===== src/hw/rtl/bfd_pkg.sv =====
// ----------------------------------------------------------------------------
// bfd_pkg: shared types, constants and the lane averaging function
// Sizes, format codes, the configuration bundle and the job passed from the
// front end to the back end of the 2x downsampler.
// ----------------------------------------------------------------------------
package bfd_pkg;

  localparam int MAX_WIDTH   = 4096;
  localparam int ROW_LIMIT   = 4096;
  localparam int PIX_W       = 32;
  localparam int CFG_DIM_W   = 13;
  localparam int CFG_FMT_W   = 3;
  localparam int CFG_IDX_W   = 2;
  localparam int COL_W       = (MAX_WIDTH > 2) ? $clog2(MAX_WIDTH) : 1;
  localparam int ROW_W       = $clog2(ROW_LIMIT);
  localparam int DIM_W       = (COL_W + 1 > CFG_DIM_W) ? COL_W + 1 : CFG_DIM_W;
  localparam int BANK_DEPTH  = (MAX_WIDTH + 1) / 2;
  localparam int BANK_ADDR_W = (BANK_DEPTH > 1) ? $clog2(BANK_DEPTH) : 1;
  localparam int QUEUE_DEPTH = 2;
  localparam int QPTR_W      = $clog2(QUEUE_DEPTH);

  // register indexes
  localparam logic [CFG_IDX_W-1:0] REG_PIXEL_FORMAT = 2'd0;
  localparam logic [CFG_IDX_W-1:0] REG_IMAGE_WIDTH  = 2'd1;
  localparam logic [CFG_IDX_W-1:0] REG_IMAGE_HEIGHT = 2'd2;

  // pixel format codes
  localparam logic [CFG_FMT_W-1:0] FMT_R8    = 3'd0;
  localparam logic [CFG_FMT_W-1:0] FMT_RG8   = 3'd1;
  localparam logic [CFG_FMT_W-1:0] FMT_R16   = 3'd2;
  localparam logic [CFG_FMT_W-1:0] FMT_RGB8  = 3'd3;
  localparam logic [CFG_FMT_W-1:0] FMT_RGBA8 = 3'd4;
  localparam logic [CFG_FMT_W-1:0] FMT_D24S8 = 3'd5;

  localparam logic [CFG_DIM_W-1:0] DIM_RESET = 13'd4096;

  typedef struct packed {
    logic [CFG_FMT_W-1:0] pixel_format;
    logic [CFG_DIM_W-1:0] image_width;
    logic [CFG_DIM_W-1:0] image_height;
  } cfg_t;

  // four source pixels of one output and its end-of-image flag
  typedef struct packed {
    logic [PIX_W-1:0] a;
    logic [PIX_W-1:0] b;
    logic [PIX_W-1:0] c;
    logic [PIX_W-1:0] d;
    logic             last;
  } job_t;

  function automatic logic [PIX_W-1:0] avg4(input logic [CFG_FMT_W-1:0] fmt,
                                            input logic [PIX_W-1:0] a,
                                            input logic [PIX_W-1:0] b,
                                            input logic [PIX_W-1:0] c,
                                            input logic [PIX_W-1:0] d);
    logic [9:0]       s8 [4];
    logic [17:0]      s16;
    logic [25:0]      s24;
    logic [7:0]       q8 [4];
    logic [PIX_W-1:0] res;
    for (int i = 0; i < 4; i++) begin
      s8[i] = 10'(a[i*8 +: 8]) + 10'(b[i*8 +: 8]) + 10'(c[i*8 +: 8]) + 10'(d[i*8 +: 8]);
      q8[i] = s8[i][9:2];
    end
    s16 = 18'(a[15:0]) + 18'(b[15:0]) + 18'(c[15:0]) + 18'(d[15:0]);
    s24 = 26'(a[23:0]) + 26'(b[23:0]) + 26'(c[23:0]) + 26'(d[23:0]);
    case (fmt)
      FMT_R8:    res = {24'd0, q8[0]};
      FMT_RG8:   res = {16'd0, q8[1], q8[0]};
      FMT_R16:   res = {16'd0, s16[17:2]};
      FMT_RGB8:  res = {8'd0, q8[2], q8[1], q8[0]};
      FMT_D24S8: res = {q8[3], s24[25:2]};
      default:   res = {q8[3], q8[2], q8[1], q8[0]};
    endcase
    return res;
  endfunction

endpackage


===== src/hw/rtl/bfd_queue.sv =====
// ----------------------------------------------------------------------------
// bfd_queue: short job queue between front and back end
// Two-entry circular buffer; lets either side stall without the other.
// ----------------------------------------------------------------------------
module bfd_queue (
  input  logic          clk,
  input  logic          rst,
  input  logic          wr_valid,
  output logic          wr_ready,
  input  bfd_pkg::job_t wr_job,
  output logic          rd_valid,
  input  logic          rd_take,
  output bfd_pkg::job_t rd_job
);

  localparam int CW = bfd_pkg::QPTR_W + 1;

  bfd_pkg::job_t               slots [bfd_pkg::QUEUE_DEPTH];
  logic [bfd_pkg::QPTR_W-1:0]  wr_ptr;
  logic [bfd_pkg::QPTR_W-1:0]  rd_ptr;
  logic [CW-1:0]               count;
  logic                        do_wr, do_rd;

  assign wr_ready = (count != CW'(bfd_pkg::QUEUE_DEPTH));
  assign rd_valid = (count != '0);
  assign do_wr    = wr_valid && wr_ready;
  assign do_rd    = rd_take && rd_valid;
  assign rd_job   = slots[rd_ptr];

  always_ff @(posedge clk) begin
    if (rst) begin
      wr_ptr <= '0;
      rd_ptr <= '0;
      count  <= '0;
    end else begin
      if (do_wr) begin
        wr_ptr <= (wr_ptr == bfd_pkg::QPTR_W'(bfd_pkg::QUEUE_DEPTH - 1)) ? '0 : wr_ptr + 1'b1;
      end
      if (do_rd) begin
        rd_ptr <= (rd_ptr == bfd_pkg::QPTR_W'(bfd_pkg::QUEUE_DEPTH - 1)) ? '0 : rd_ptr + 1'b1;
      end
      case ({do_wr, do_rd})
        2'b10:   count <= count + 1'b1;
        2'b01:   count <= count - 1'b1;
        default: count <= count;
      endcase
    end
  end

  always_ff @(posedge clk) begin
    if (do_wr) slots[wr_ptr] <= wr_job;
  end

endmodule


===== config.mk =====
export PLATFORM = sky130hd
export DESIGN_NAME = bfd_queue
export DESIGN_NICKNAME = d
export VERILOG_FILES = /design/src/hw/rtl/bfd_pkg.sv /design/src/hw/rtl/bfd_queue.sv
export SDC_FILE = /design/constraint.sdc
export NUM_CORES = 1
export LEC_CHECK = 0
export BUFFER_PORTS_ARGS = -buffer_cell sky130_fd_sc_hd__buf_2
export CORE_UTILIZATION = 25
export CTS_BUF_LIST = sky130_fd_sc_hd__clkbuf_16
export DETAILED_ROUTE_END_ITERATION = 10
export GPL_ROUTABILITY_DRIVEN = 0
export HOLD_SLACK_MARGIN = 0.03
export PLACE_DENSITY = 0.51
export SLEW_MARGIN = 10
export SYNTH_ARGS = -nofsm -noshare
export SYNTH_HDL_FRONTEND = slang
export SYNTH_SLANG_ARGS = --single-unit

===== constraint.sdc =====
create_clock -name clk -period 5.4 [get_ports clk]
set_input_delay 0.27 -clock clk [delete_from_list [all_inputs] [get_ports clk]]
set_output_delay 0.27 -clock clk [all_outputs]
set_load 0.05 [all_outputs]

# Word level (Yosys, flattened, before mapping)
# Memory sizes are Yosys's and may differ from the RTL's. A register that Yosys moved wholly into a read port is not among the register bits.
# Cells that the tools add are included.
# classes
n_eq_ne,3
n_reduce_logical,4
mux,7
add_sub_neg,4
# ops
operator,n
1-bit two-way mux,6
2-bit case mux with 2 select lines,1
2-bit nonzero test,2
"1-bit adder, second input constant",2
"2-bit by 1-bit adder with 2-bit output, second input constant",1
"2-bit by 1-bit == test with 1-bit output, second input constant",1
"2-bit == test, second input constant",1
1-bit logical AND,2
"2-bit inequality test, second input constant",1
"2-bit by 1-bit subtractor with 2-bit output, second input constant",1
# totals
ramBits,258
n_memories,1
inputBits,133
output_inout_bits,131
reg_bits,4
wordCells,22
# mem_list
memory,words,width,rd,rd_ports_with_merged_regs,write_ports,line_no,source
slots,2,129,1,1,1,bfd_queue.sv:18,bfd_pkg::job_t slots [bfd_pkg::QUEUE_DEPTH];

# Logic depth before layout (Yosys ltp)
# logic_depth
depth_word,4
mapped_depth,6
ltp_nobuf,6

# Worst setup path before layout
# Ideal clock, no wire load.
# synth_timing
kind,register -> register
from,register count[0]
to,memory slots[1][0] (netlist bit) (enable)
n_path_buf,0
required_ps,4896
arrival_time_ps,4026
setup_time_ps,504
path_stages_with_launch,3
setup_slack_ps,870
cell_sequence,dfxtp_1 > nand2b_1 > and3_1
# synth_between
elab_chain_len,4
# synth_lines
item,line_no,source
start: declaration,bfd_queue.sv:21,logic [CW-1:0] count;
start signal: assignment,bfd_queue.sv:43,2'b10: count <= count + 1'b1;
start signal: assignment,bfd_queue.sv:44,2'b01: count <= count - 1'b1;
start signal: assignment,bfd_queue.sv:45,default: count <= count;
2-bit inequality test,bfd_queue.sv:24,assign wr_ready = (count != CW'(bfd_pkg::QUEUE_DEPTH));
net wr_ready,bfd_queue.sv:9,"output logic wr_ready,"
1-bit logical AND,bfd_queue.sv:26,assign do_wr = wr_valid && wr_ready;
1-bit two-way mux,bfd_queue.sv:51,if (do_wr) slots[wr_ptr] <= wr_job;
1-bit two-way mux (not written as such),bfd_queue.sv:51,
end: declaration,bfd_queue.sv:18,
# The timed path passes the listed nets, and every way through them passes these cells.

==> impl_metrics.tcl <==
set metrics [dict create \
    status "finished clean" \
    routed_wl_um 20400 \
    tns_ns 0 \
    met2WireLength_um 9960 \
    hp-start "wr_valid" \
    worst_skew_pair.late_latency_ns 0.56 \
    synth-warning-count 0 \
    syn_nets 559 \
    register_area_mm2 0.00785 \
    dpl.hpwl_um 12300 \
    initial_utilization_pct 25.3 \
    synth_seq_cells 263 \
    synth_edf_count 258 \
    slew_viol_final 0 \
    powerDensity_mw_per_mm2 527 \
    power.leakage_nw 5.08 \
    vias 5410 \
    wl_met1_um 8480 \
    n_fill_cell 3625 \
    route.detailed.drc 0 \
    synth_seq_area_share_pct 82.4 \
    critPathRequiredTime_ns 5.13 \
    regToRegSetupSlack_ns 3.07 \
    post_cts_buffers 0 \
    drtIter0Drc 174 \
    root_buffer "clkbuf_16" \
    drive_gt1_share_pct 51.1 \
    area_growth_syn_to_layout_pct 44.4 \
    io-pin-count 264 \
    ant_nets 0 \
    portBuffers 263 \
    nets 972 \
    clk_pin_slew_ns 0.06 \
    min_period_ns 2.94 \
    synth-async-reset-ratio_pct 0 \
    setup_viol 0 \
    die_h_um 197 \
    hold_viol 0 \
    period_share_pct 54.5 \
    grt_max_degree 80 \
    die_w_um 197 \
    critPathLaunchType "flop" \
    final_cells 1374 \
    layout_commonest_cell "buf_2" \
    via_per_inst 3.94 \
    relSlewSlack_pct 24.9 \
    multiInputGateArea_mm2 0.00158 \
    final_cell_mix "263 x buf_2, 258 x edfxtp_1, 130 x dlygate4sd3_1, 129 x mux2_2, 29 x clkbuf_16" \
    syn_area_mm2 0.00952 \
    rsz0062_at_grt "no" \
    syn_area_per_cell_um2 22.4 \
    grt-ovfl-total 0 \
    fmax_ghz 0.340 \
    die-area_mm2 0.0389 \
    arrival_ns 2.67 \
    maxCapViolations 0 \
    worstReg2RegStart "count[0]" \
    met3_length_um 1440 \
    htreeDepth 1 \
    grt_pass1_vias 5617 \
    synth_cell_types 20 \
    ir_drop_uv 331 \
    cts_sinks 263 \
    dr.pass1.iters 4 \
    post_drt_wl_per_cell_um 14.8 \
    cts_tree "done" \
    grt_pass1_wl_um 30200 \
    globalRouteTotalUtil_pct 10.0 \
    antenna_found_initial 3 \
    rows 71 \
    top_layer "met5" \
    ys.flop_type "edfxtp_1" \
    fin_hold_ws_ns 0.0737 \
    path_class "reg2out" \
    cp-end-kind "output pin" \
    dp.cells 1188 \
    worstHoldPathType "in2reg" \
    critPathMaxFanout 73 \
    fin_skew_ns 0.0167 \
    numCtsBuffers 29 \
    worstMarginPinSlew_ns 1.13 \
    cts.path.max_buffers 3 \
    postSynthCellCount 425 \
    coreArea_mm2 0.0376 \
]
[registers in the layout, summed over array words and instances (netlist names), named ones only]
| register | count |
|---|---|
| slots | 258 |
| wr_ptr | 1 |
| rd_ptr | 1 |
| count | 2 |
[synth_stat cells (all sizes together) (2+ instances only)]
library cell	instances	share of area (%)
nor2	3	0.12
a21oi	2	0.11
buf	14	1.0
edfxtp	258	81
dfxtp	5	1.1
xnor2	2	0.18
mux2	129	15
[power by group]
group	internal (mW)	switching [mW]
clock network	1.26	0.777
registers	2.58	0.147
logic	0.724	1.76
[final timing paths]
kind,end,cells after the start
max reg2reg,slots[0][22],4
min,wr_ptr,3
min reg2reg,flop,2
max,rd_job[110],3
[cell type report]
cell class	instances	share of cell area (%)
Tap cell	511	4.65
Antenna cell	2	0.0364
Timing Repair Buffer	396	19.5
Clock buffer	29	5.28
Sequential cell	263	57.1
Inverter	1	0.0455
Clock inverter	25	1.92
Multi-Input combinational cell	147	11.5
[layer usage]
layer	up-vias	GRT usage, %
met3	35	3.11
met1	2676	11.7
met2	163	17.3
met5	-	0
li1	2534	-
met4	2	3.45
[logic make-up (layout without fill, tap and decap cells)]
logic type	Yosys count	count (layout)	synth area share, %
compound gates	5	5	0.342
other cells	0	2	0
simple gates	9	9	0.500
xor+xnor	3	3	0.276
buf+inv	15	451	1.06
mux	129	129	15.3
flops	263	263	82.4
fa+ha+maj	1	1	0.131
[per-stage QoR]
| stage | total power [mW] | cell area, um^2 | util, % | setup WS (ns) |
|---|---|---|---|---|
| 6_report | 7.24 | 13700 | 36.6 | 2.46 |
| 5_1_grt | 7.54 | 13700 | 36.6 | 2.27 |
| 4_1_cts | 7.36 | 13700 | 36.6 | 2.33 |
| 3_5_place_dp | 5.22 | 11400 | 30.5 | 2.92 |
| 3_3_place_gp | 5.21 | 11400 | 30.5 | 2.93 |
| 2_1_floorplan | 4.68 | 9520 | - | 0.870 |
[timing repair]
action,4_1_cts,5_1_grt
endpoints found under the setup margin,0,0
gates resized for setup,0,0
endpoints found under the hold margin,263,0
hold buffers,130,0
[worst max-delay path, stage by stage (launching register included)]
cell     delay, ns
dfxtp_4       1.02
buf_12        0.40
mux2_2        0.39
buf_2         0.22
Power figures use the tool's default switching activity.
