## src/hw/rtl/bfd_pkg.sv

```systemverilog
// ----------------------------------------------------------------------------
// bfd_pkg: shared types, constants and the lane averaging function
// Sizes, format codes, the configuration bundle and the job passed from the
// front end to the back end of the 2x downsampler.
// ----------------------------------------------------------------------------
package bfd_pkg;

  localparam int MAX_WIDTH   = 4096;
  localparam int ROW_LIMIT   = 4096;
  localparam int PIX_W       = 32;
  localparam int CFG_DIM_W   = 13;
  localparam int CFG_FMT_W   = 3;
  localparam int CFG_IDX_W   = 2;
  localparam int COL_W       = (MAX_WIDTH > 2) ? $clog2(MAX_WIDTH) : 1;
  localparam int ROW_W       = $clog2(ROW_LIMIT);
  localparam int DIM_W       = (COL_W + 1 > CFG_DIM_W) ? COL_W + 1 : CFG_DIM_W;
  localparam int BANK_DEPTH  = (MAX_WIDTH + 1) / 2;
  localparam int BANK_ADDR_W = (BANK_DEPTH > 1) ? $clog2(BANK_DEPTH) : 1;
  localparam int QUEUE_DEPTH = 2;
  localparam int QPTR_W      = $clog2(QUEUE_DEPTH);

  // register indexes
  localparam logic [CFG_IDX_W-1:0] REG_PIXEL_FORMAT = 2'd0;
  localparam logic [CFG_IDX_W-1:0] REG_IMAGE_WIDTH  = 2'd1;
  localparam logic [CFG_IDX_W-1:0] REG_IMAGE_HEIGHT = 2'd2;

  // pixel format codes
  localparam logic [CFG_FMT_W-1:0] FMT_R8    = 3'd0;
  localparam logic [CFG_FMT_W-1:0] FMT_RG8   = 3'd1;
  localparam logic [CFG_FMT_W-1:0] FMT_R16   = 3'd2;
  localparam logic [CFG_FMT_W-1:0] FMT_RGB8  = 3'd3;
  localparam logic [CFG_FMT_W-1:0] FMT_RGBA8 = 3'd4;
  localparam logic [CFG_FMT_W-1:0] FMT_D24S8 = 3'd5;

  localparam logic [CFG_DIM_W-1:0] DIM_RESET = 13'd4096;

  typedef struct packed {
    logic [CFG_FMT_W-1:0] pixel_format;
    logic [CFG_DIM_W-1:0] image_width;
    logic [CFG_DIM_W-1:0] image_height;
  } cfg_t;

  // four source pixels of one output and its end-of-image flag
  typedef struct packed {
    logic [PIX_W-1:0] a;
    logic [PIX_W-1:0] b;
    logic [PIX_W-1:0] c;
    logic [PIX_W-1:0] d;
    logic             last;
  } job_t;

  function automatic logic [PIX_W-1:0] avg4(input logic [CFG_FMT_W-1:0] fmt,
                                            input logic [PIX_W-1:0] a,
                                            input logic [PIX_W-1:0] b,
                                            input logic [PIX_W-1:0] c,
                                            input logic [PIX_W-1:0] d);
    logic [9:0]       s8 [4];
    logic [17:0]      s16;
    logic [25:0]      s24;
    logic [7:0]       q8 [4];
    logic [PIX_W-1:0] res;
    for (int i = 0; i < 4; i++) begin
      s8[i] = 10'(a[i*8 +: 8]) + 10'(b[i*8 +: 8]) + 10'(c[i*8 +: 8]) + 10'(d[i*8 +: 8]);
      q8[i] = s8[i][9:2];
    end
    s16 = 18'(a[15:0]) + 18'(b[15:0]) + 18'(c[15:0]) + 18'(d[15:0]);
    s24 = 26'(a[23:0]) + 26'(b[23:0]) + 26'(c[23:0]) + 26'(d[23:0]);
    case (fmt)
      FMT_R8:    res = {24'd0, q8[0]};
      FMT_RG8:   res = {16'd0, q8[1], q8[0]};
      FMT_R16:   res = {16'd0, s16[17:2]};
      FMT_RGB8:  res = {8'd0, q8[2], q8[1], q8[0]};
      FMT_D24S8: res = {q8[3], s24[25:2]};
      default:   res = {q8[3], q8[2], q8[1], q8[0]};
    endcase
    return res;
  endfunction

endpackage

```

## src/hw/rtl/bfd_back.sv

```systemverilog
// ----------------------------------------------------------------------------
// bfd_back: lane averaging and result register
// Pulls one job, averages its four pixels per the format and holds the
// result until the consumer pops it.
// ----------------------------------------------------------------------------
module bfd_back (
  input  logic                       clk,
  input  logic                       rst,
  input  logic [bfd_pkg::CFG_FMT_W-1:0] pixel_format,
  input  logic                       job_valid,
  output logic                       job_take,
  input  bfd_pkg::job_t              job,
  output logic                       empty,
  input  logic                       pop,
  output logic [bfd_pkg::PIX_W-1:0]  dst_pixel,
  output logic                       last_out
);

  logic out_valid;

  assign empty    = !out_valid;
  // refill when the register is free or its beat leaves this cycle
  assign job_take = job_valid && (!out_valid || pop);

  always_ff @(posedge clk) begin
    if (rst) begin
      out_valid <= 1'b0;
    end else if (job_take) begin
      out_valid <= 1'b1;
    end else if (pop) begin
      out_valid <= 1'b0;
    end
  end

  always_ff @(posedge clk) begin
    if (job_take) begin
      dst_pixel <= bfd_pkg::avg4(pixel_format, job.a, job.b, job.c, job.d);
      last_out  <= job.last;
    end
  end

endmodule

```

## config.mk

```make
export PLATFORM = sky130hd
export DESIGN_NAME = bfd_back
export DESIGN_NICKNAME = d
export VERILOG_FILES = /design/src/hw/rtl/bfd_pkg.sv /design/src/hw/rtl/bfd_back.sv
export SDC_FILE = /design/constraint.sdc
export NUM_CORES = 1
export LEC_CHECK = 0
export BUFFER_PORTS_ARGS = -buffer_cell sky130_fd_sc_hd__buf_2
export CORE_ASPECT_RATIO = 1.2
export CORE_UTILIZATION = 57
export CTS_CLUSTER_SIZE = 12
export DETAILED_ROUTE_END_ITERATION = 6
export PLACE_DENSITY = 0.94
export SYNTH_ARGS = -nofsm -noshare
export SYNTH_HDL_FRONTEND = slang
export SYNTH_SLANG_ARGS = --single-unit
export TNS_END_PERCENT = 100
```

## constraint.sdc

```tcl
create_clock -name clk -period 8.11 [get_ports clk]
set_input_delay 1.2165 -clock clk [delete_from_list [all_inputs] [get_ports clk]]
set_output_delay 1.2165 -clock clk [all_outputs]
set_load 0.01 [all_outputs]
```

After elaboration in Yosys (flattened, before gate mapping)
Cells that the tools add are included.
{"block": "word_totals", "regBits": 34, "latchBits": 0, "ramBits": 0, "mem_bits_ro": 0, "out_inout_bits": 35, "word_cells": 33, "n_memories": 0}
{"block": "classes", "n_addsub": 18, "mul": 0, "div": 0, "n_lt_le_gt_ge": 0, "n_eq_ne": 4, "shifts": 0, "muxes": 3, "bitwise": 0, "n_reduce_logical": 5}
{"operator": "$pmux W32 S5", "count": 1}
{"operator": "$add A10 B8 Y10", "count": 4}
{"operator": "$add A9 B8 Y10", "count": 4}
{"operator": "$add A8 B8 Y9", "count": 4}
{"operator": "$add A25 B24 Y26", "count": 1}
{"operator": "$add A26 B24 Y26", "count": 1}
{"operator": "$add A24 B24 Y25", "count": 1}
{"operator": "$add A17 B16 Y18", "count": 1}
{"operator": "$add A18 B16 Y18", "count": 1}
{"operator": "$add A16 B16 Y17", "count": 1}
{"operator": "$eq A3 B2 Y1 const B", "count": 2}
{"operator": "$eq A3 B1 Y1 const B", "count": 1}
{"operator": "$eq A3 B3 Y1 const B", "count": 1}
{"operator": "$logic_not A3 Y1", "count": 1}
{"operator": "$mux W1", "count": 2}
{"operator": "$reduce_bool A2 Y1", "count": 1}
{"operator": "$logic_and A1 B1 Y1", "count": 1}
{"operator": "$logic_not A1 Y1", "count": 1}
{"operator": "$logic_or A1 B1 Y1", "count": 1}

Depth between registers and ports, before layout
Gate-level depths: netlist of the first run.
{"block": "logic_depth", "word_depth": 4, "ltp_mapped": 13}

Worst setup path before layout of the first run
Ideal clock, no wire load.
{"block": "synth_timing", "path_kind": "input to output", "start": "input pop", "end": "output job_take", "t_arrival_ns": 3.906, "required_time_ns": 6.894, "path_slack_ns": 2.988, "cell_stages": 2, "n_path_buf": 0, "cell_sequence": "inv_1 a21boi_0"}
{"block": "synth_between", "elab_chain_len": 2}
{"element": "start, declared", "line": "bfd_back.sv:14", "rtl": "input logic pop,"}
{"element": "$logic_or A1 B1 Y1", "line": "bfd_back.sv:23", "rtl": "assign job_take = job_valid && (!out_valid || pop);"}
{"element": "$logic_and A1 B1 Y1", "line": "bfd_back.sv:23"}
{"element": "end, declared", "line": "bfd_back.sv:11", "rtl": "output logic job_take,"}
Every way passes these cells.

Final worst setup path of the first run
{"block": "layout_timing", "start": "input job[10] in the netlist's numbering", "end": "register dst_pixel[22] in the netlist's numbering, data pin"}
{"block": "layout_between", "elab_chain_len": 2}
{"element": "start, declared", "line": "bfd_back.sv:12", "rtl": "input bfd_pkg::job_t job,"}
{"element": "$add A26 B24 Y26", "line": "bfd_pkg.sv:67", "rtl": "s24 = 26'(a[23:0]) + 26'(b[23:0]) + 26'(c[23:0]) + 26'(d[23:0]);"}
{"element": "$pmux W32 S5", "line": "bfd_pkg.sv:68", "rtl": "case (fmt)"}
{"element": "end signal, assigned", "line": "bfd_back.sv:37", "rtl": "dst_pixel <= bfd_pkg::avg4(pixel_format, job.a, job.b, job.c, job.d);"}
{"element": "end, declared", "line": "bfd_back.sv:15", "rtl": "output logic [bfd_pkg::PIX_W-1:0] dst_pixel,"}
Every way passes these cells.
A chain may end at the register's enable or synchronous reset.

==> results.json, run 1 <==
{
  "rows": 37,
  "clkSlewWorstSetupHoldPaths_ns": 0.07,
  "clockRootBuffer": "clkbuf_8",
  "wirelength_um": 12600,
  "grt_max_degree": 35,
  "synth_cells": 575,
  "status": "completed",
  "port_buffers": 170,
  "grt_usage_pct": 27.9,
  "yosys_register_bits": 34,
  "min_to": "out_valid",
  "avgSynthCellArea_um2": 8.90,
  "r2r_end": "dst_pixel[7]",
  "yosysSeqAreaShare_pct": 19.8,
  "hold_buffers": 0,
  "viasPerCell": 5.57,
  "grt_antenna_before_repair": 0,
  "vias": 4747,
  "cts_tree": "built",
  "cp-start-kind": "primary input",
  "p_clk_share_pct": 9.9,
  "first_pass_iters": 5,
  "hp-class": "reg2reg",
  "r2r_start": "out_valid",
  "drt_iter0_markers": 244,
  "stdcell_area_um2": 6150,
  "ctsResizeCount": 0,
  "fin_crit_ns": 4.44,
  "layout_commonest_cell": "buf_2",
  "wl_per_cell_um": 14.8,
  "drv_slew": 0,
  "layout_common_cells": "170 x buf_2, 142 x inv_1, 66 x fa_1",
  "setup_tns_ns": 0,
  "hold_viol": 0,
  "cts_made_buffers": 5,
  "synth-edff-count": 33,
  "start_util_pct": 59.1,
  "fp.dieH_um": 106,
  "whs_path_depth": 2,
  "grt.met3_usage_pct": 2.82,
  "cp.required_ns": 8.25,
  "rsz0062_at_grt": "no",
  "ant_nets": 0,
  "clk_latency_ns": 0.29,
  "synthFlopType": "edfxtp_1",
  "grt_pass1_wl_um": 20600,
  "fp.dieW_um": 88.5,
  "setup_slack_ns": 3.67,
  "final_nets": 968,
  "p_comb_share_pct": 69.6,
  "crit_fanout": 7,
  "grt_pass1_vias": 4796,
  "yosys-mux-area-fraction_pct": 1.22,
  "p_int_uw": 720,
  "clock_path_buffers": 2,
  "holdWs_ns": 0.624,
  "synth-compound-area-share_pct": 19.1,
  "maxSlewHeadroom_pct": 44.4,
  "p_per_area_nw_per_um2": 220,
  "post_cts_buffers": 0,
  "tightest_slew_ns": 0.830,
  "yosys.area_share.simple_pct": 11.8,
  "synth_cell_types": 64,
  "clock-sinks": 34,
  "num-fill-cells": 674,
  "syn_to_final_growth_pct": 20.2,
  "drive_gt1_share_pct": 26.4,
  "antennaDiodeCount": 0,
  "gr-usage-met2_pct": 54.1,
  "core-area_um2": 8660,
  "max-cap-violations": 0,
  "reg2reg_depth": 2,
  "drc": 0,
  "grt_util_met1_pct": 30.1,
  "switchingPower_uw": 635,
  "placed_area_um2": 6060,
  "period_share_pct": 54.8,
  "synth_top_family_by_area": "adder cells",
  "hp-start": "out_valid",
  "p_leak_nw": 3.24,
  "synth_nets": 809,
  "num_io_pins": 171,
  "crit_type": "in2reg",
  "synth-async-reset-ratio_pct": 0,
  "cp.arrival_ns": 4.58,
  "die-area_um2": 9360,
  "synthXorXnorAreaFrac_pct": 2.57,
  "hpwl_um": 10800,
  "p_seq_share_pct": 20.5,
  "setup_viol": 0,
  "grt-busiest-layer": "met2",
  "setup.worst_path.end_class": "flop",
  "synthesis.area_um2": 5120,
  "place_congestion": 0.922,
  "pre_cts_ws_ns": 3.45,
  "skew_ns": 0.00446,
  "htree_levels": 2,
  "ir_worst_vdd_uv": 91.5,
  "fmax_mhz": 225,
  "synth_adder_area_share_pct": 33.7,
  "overflow": 0,
  "yosysWarningCount": 0,
  "swShare_pct": 46.8,
  "rrSetupSlack_ns": 6.86
}
-- per-stage QoR --
step	util, %	total power [mW]	std cells
5_1_grt	71.1	1.46	852
2_1_floorplan	-	0.955	575
6_report	71.1	1.35	852
3_5_place_dp	70.0	1.21	844
4_1_cts	71.1	1.34	852
3_3_place_gp	70.0	1.18	844
-- power groups by stage --
| stage | combinational, mW | clock [mW] | sequential [mW] |
|---|---|---|---|
| 2_1_floorplan | 0.648 | 0 | 0.307 |
| 3_3_place_gp | 0.895 | 0 | 0.281 |
| 3_5_place_dp | 0.927 | 0 | 0.281 |
| 4_1_cts | 0.932 | 0.135 | 0.278 |
| 5_1_grt | 1.04 | 0.140 | 0.282 |
| 6_report | 0.943 | 0.135 | 0.277 |
-- synthesized netlist by cell type (all sizes together), types with 3 or more instances --
library cell  count  area, um^2
a21boi            3        22.5
a21o             14         105
a21oi            40         219
a221oi            5        43.8
a31oi             6        37.5
and2             11        68.8
and3b             4        35.0
buf               4        18.8
clkbuf           15        57.6
edfxtp           33         991
fa               66        1320
ha               32         400
inv             142         533
mux2i             4        40.0
nand2            34         128
nand3            10        50.1
nand3b            3        22.5
nand4             8        50.1
nor2             21        78.8
nor3              8        40.0
nor4              5        31.3
o211a             3        30.0
o21a              7        52.6
o21ai            27         135
o21bai            4        30.0
o22ai             4        25.0
o311a             3        30.0
o31ai             5        37.5
or2               3        18.8
xnor2             9        78.8
xor2              6        52.6
-- worst max path at each step --
stage	start	to	slack [ns]
finish	job[10]	dst_pixel[22]	3.67
global route	job[2]	dst_pixel[13]	3.51
CTS	job[10]	dst_pixel[22]	3.75
detailed placement	job[10]	dst_pixel[14]	3.45
global placement	job[10]	dst_pixel[14]	3.49
floorplan	pop	job_take	2.99
-- critical path: stages --
cell	delay, ns
buf_2	0.08
inv_1	0.05
fa_1	0.51
fa_1	0.54
inv_1	0.05
ha_1	0.40
a21oi_4	0.24
o221ai_1	0.15
a31oi_1	0.65
nor4_1	0.14
or3_1	0.36
a32oi_1	0.20
-- registers in the layout, indices dropped and copies added (netlist names) --
register	cells
dst_pixel	32
out_valid	1
last_out	1
-- metal layers --
metal	vias to the layer above	share of wire [%]
li1	2248	-
met1	2235	36
met2	227	55
met3	37	6.1
met4	0	3.0
met5	-	0
-- cell families (layout without fill, tap and decap cells) --
family | count (synthesis) | in the layout
buf+inv | 161 | 321
compound gates | 143 | 143
simple gates | 118 | 118
fa+ha+maj | 98 | 98
flops | 34 | 34
xor+xnor | 15 | 15
mux | 6 | 6
-- final cells by class --
class,instances,area [um^2],area share (%)
Clock buffer,6,82.6,1.34
Inverter,142,533,8.67
Sequential cell,34,1010,16.4
Clock inverter,2,12.5,0.203
Tap cell,117,146,2.38
Timing Repair Buffer,171,858,14.0
Multi-Input combinational cell,380,3510,57.0
(Power assumes the default switching activity.)
==> inputs of run 2 (changes only) <==
Settings changed: CORE_UTILIZATION 57 to 48, PLACE_DENSITY 0.94 to 0.85.
Clock period 8.11 ns to 3.9 ns, I/O delays scaled along.
==> run 2 against run 1 <==
Net effect:
- non-clock buffer count up 20
- highest routed layer unchanged
- core utilization down 8.8 points
- die area increased by 18%
- critical path type unchanged
- register-to-register slack got worse by 4.2 ns
==> results.json, run 2 (synthesized netlist as in run 1, its figures left out) <==
{
  "first_pass_iters": 4,
  "p_leak_nw": 3.36,
  "rsz0062_at_grt": "no",
  "clock-sinks": 34,
  "hp-start": "rst",
  "switchingPower_mw": 1.33,
  "final_nets": 988,
  "period_share_pct": 93.0,
  "p_per_area_nw_per_um2": 471,
  "grt_antenna_before_repair": 0,
  "clockRootBuffer": "clkbuf_16",
  "cp.arrival_ns": 3.65,
  "fmax_mhz": 276,
  "wl_per_cell_um": 14.3,
  "hp-class": "in2reg",
  "viasPerCell": 5.31,
  "cts_tree": "built",
  "rows": 40,
  "max-cap-violations": 0,
  "clk_latency_ns": 0.27,
  "min_to": "out_valid",
  "cp.required_ns": 3.92,
  "swShare_pct": 44.4,
  "cts_made_buffers": 5,
  "cpPeakStageDelay_ns": 0.53,
  "drc": 0,
  "r2r_end": "dst_pixel[15]",
  "hold_viol": 0,
  "grt_pass1_wl_um": 20500,
  "setup.worst_path.end_class": "flop",
  "fp.dieH_um": 115,
  "ctsResizeCount": 0,
  "overflow": 0,
  "grt_pass1_vias": 4786,
  "path_cells": "buf_2 > inv_1 > fa_1 > inv_1 > fa_1 > nand3b_1 > fa_1 > nor2b_1 > o311ai_2 > a21oi_1 > buf_4 > or2_1 > a311oi_1 > o211a_1",
  "drt_iter0_markers": 205,
  "stdcell_area_um2": 6360,
  "largest_register": "dst_pixel",
  "cpMaxStageDelayCell": "fa_1",
  "reg2reg_depth": 2,
  "power_mw": 3.00,
  "hold_buffers": 0,
  "clock_path_buffers": 2,
  "fp.dieW_um": 96.2,
  "grt_usage_pct": 23.5,
  "setup_tns_ns": 0,
  "clkSlewWorstSetupHoldPaths_ns": 0.05,
  "maxSlewHeadroom_pct": 50.3,
  "crit_top_cell": "fa_1",
  "wirelength_um": 12600,
  "p_clk_share_pct": 12.3,
  "p_comb_share_pct": 68.3,
  "rrSetupSlack_ns": 2.65,
  "cp-start-kind": "primary input",
  "r2r_start": "out_valid",
  "core-area_um2": 10200,
  "p_seq_share_pct": 19.4,
  "syn_to_final_growth_pct": 24.2,
  "tightest_slew_ns": 0.737,
  "biggestRegsByFlops": "dst_pixel: 32 flops, last_out: 1 flops, out_valid: 1 flops",
  "place_congestion": 0.954,
  "num-fill-cells": 891,
  "critPathBufInv": 4,
  "grt_max_degree": 34,
  "ir_worst_vdd_uv": 221,
  "crit_type": "in2reg",
  "hpwl_um": 10900,
  "layout_commonest_cell": "buf_2",
  "htree_levels": 2,
  "status": "completed",
  "antennaDiodeCount": 0,
  "start_util_pct": 50.1,
  "fin_crit_ns": 3.63,
  "port_buffers": 170,
  "post_cts_buffers": 0,
  "num_io_pins": 171,
  "vias": 4674,
  "skew_ns": 0.00800,
  "drv_slew": 0,
  "crit_fanout": 5,
  "die-area_um2": 11100,
  "p_int_mw": 1.67,
  "whs_path_depth": 2,
  "layout_common_cells": "170 x buf_2, 142 x inv_1, 66 x fa_1",
  "ant_nets": 0,
  "cp_top_family": "adder cells",
  "placed_area_um2": 6220,
  "drive_gt1_share_pct": 28.2,
  "setup_viol": 0,
  "largest_register_ffs": 32
}
run 2: cell types whose count changed in the layout (fill, tap and decap cells not counted), sizes merged:
cell | previous run | this run
clkinvlp | 1 | 0
buf | 171 | 191
clkinv | 1 | 2
run 2: cell type report:
cell class	count	area (um^2)	area share, %
sequential	34	1010	15.9
inverter	142	533	8.39
tap	126	158	2.48
timing repair buffer	191	1010	15.9
multi-input combinational	380	3510	55.2
clock buffer	6	129	2.03
clock inverter	2	10.0	0.157
run 2: worst max-delay path by stage:
stage          startpoint            end  slack [ns]  depth (start not counted)
6_report           job[2]  dst_pixel[15]        0.27                         14
2_1_floorplan         pop       job_take        0.04                          2
3_5_place_dp       job[2]  dst_pixel[15]       -0.02                         14
3_3_place_gp       job[2]  dst_pixel[15]        0.06                         14
5_1_grt            job[2]  dst_pixel[15]        0.06                         14
4_1_cts            job[2]  dst_pixel[15]        0.25                         14
run 2: power groups by stage:
stage                     logic (mW)  registers, mW  clock network (mW)
after floorplan                 1.35          0.638                   0
after global placement          1.98          0.586                   0
after detailed placement        2.03          0.590                   0
after CTS                       2.04          0.583               0.374
after global routing            2.29          0.591               0.397
final                           2.05          0.582               0.367
run 2: worst register-to-register path, delay by kind of cell, from the launching register on:
kind	cells	cell delay (ns)
DFF	1	0.34
AOI/OAI and AO/OA	1	0.14
buffers and inverters	1	0.40
run 2: stage by stage:
| stage | hold slack (ns) | utilization (%) | worst slack (ns) | std cells |
|---|---|---|---|---|
| floorplan | 0.468 | - | 0.0409 | 575 |
| global placement | 0.539 | 60.9 | 0.0559 | 873 |
| detailed placement | 0.573 | 60.9 | -0.0226 | 873 |
| CTS | 0.467 | 62.3 | 0.246 | 881 |
| global route | 0.475 | 62.3 | 0.0587 | 881 |
| finish | 0.475 | 62.3 | 0.274 | 881 |
run 2: layer usage:
metal,GRT usage [%],wire [um],vias to the layer above
li1,-,-,2283
met1,25.2,4740,2175
met2,45.0,6640,182
met3,3.44,774,34
met4,9.75,454,0
met5,0,0,-
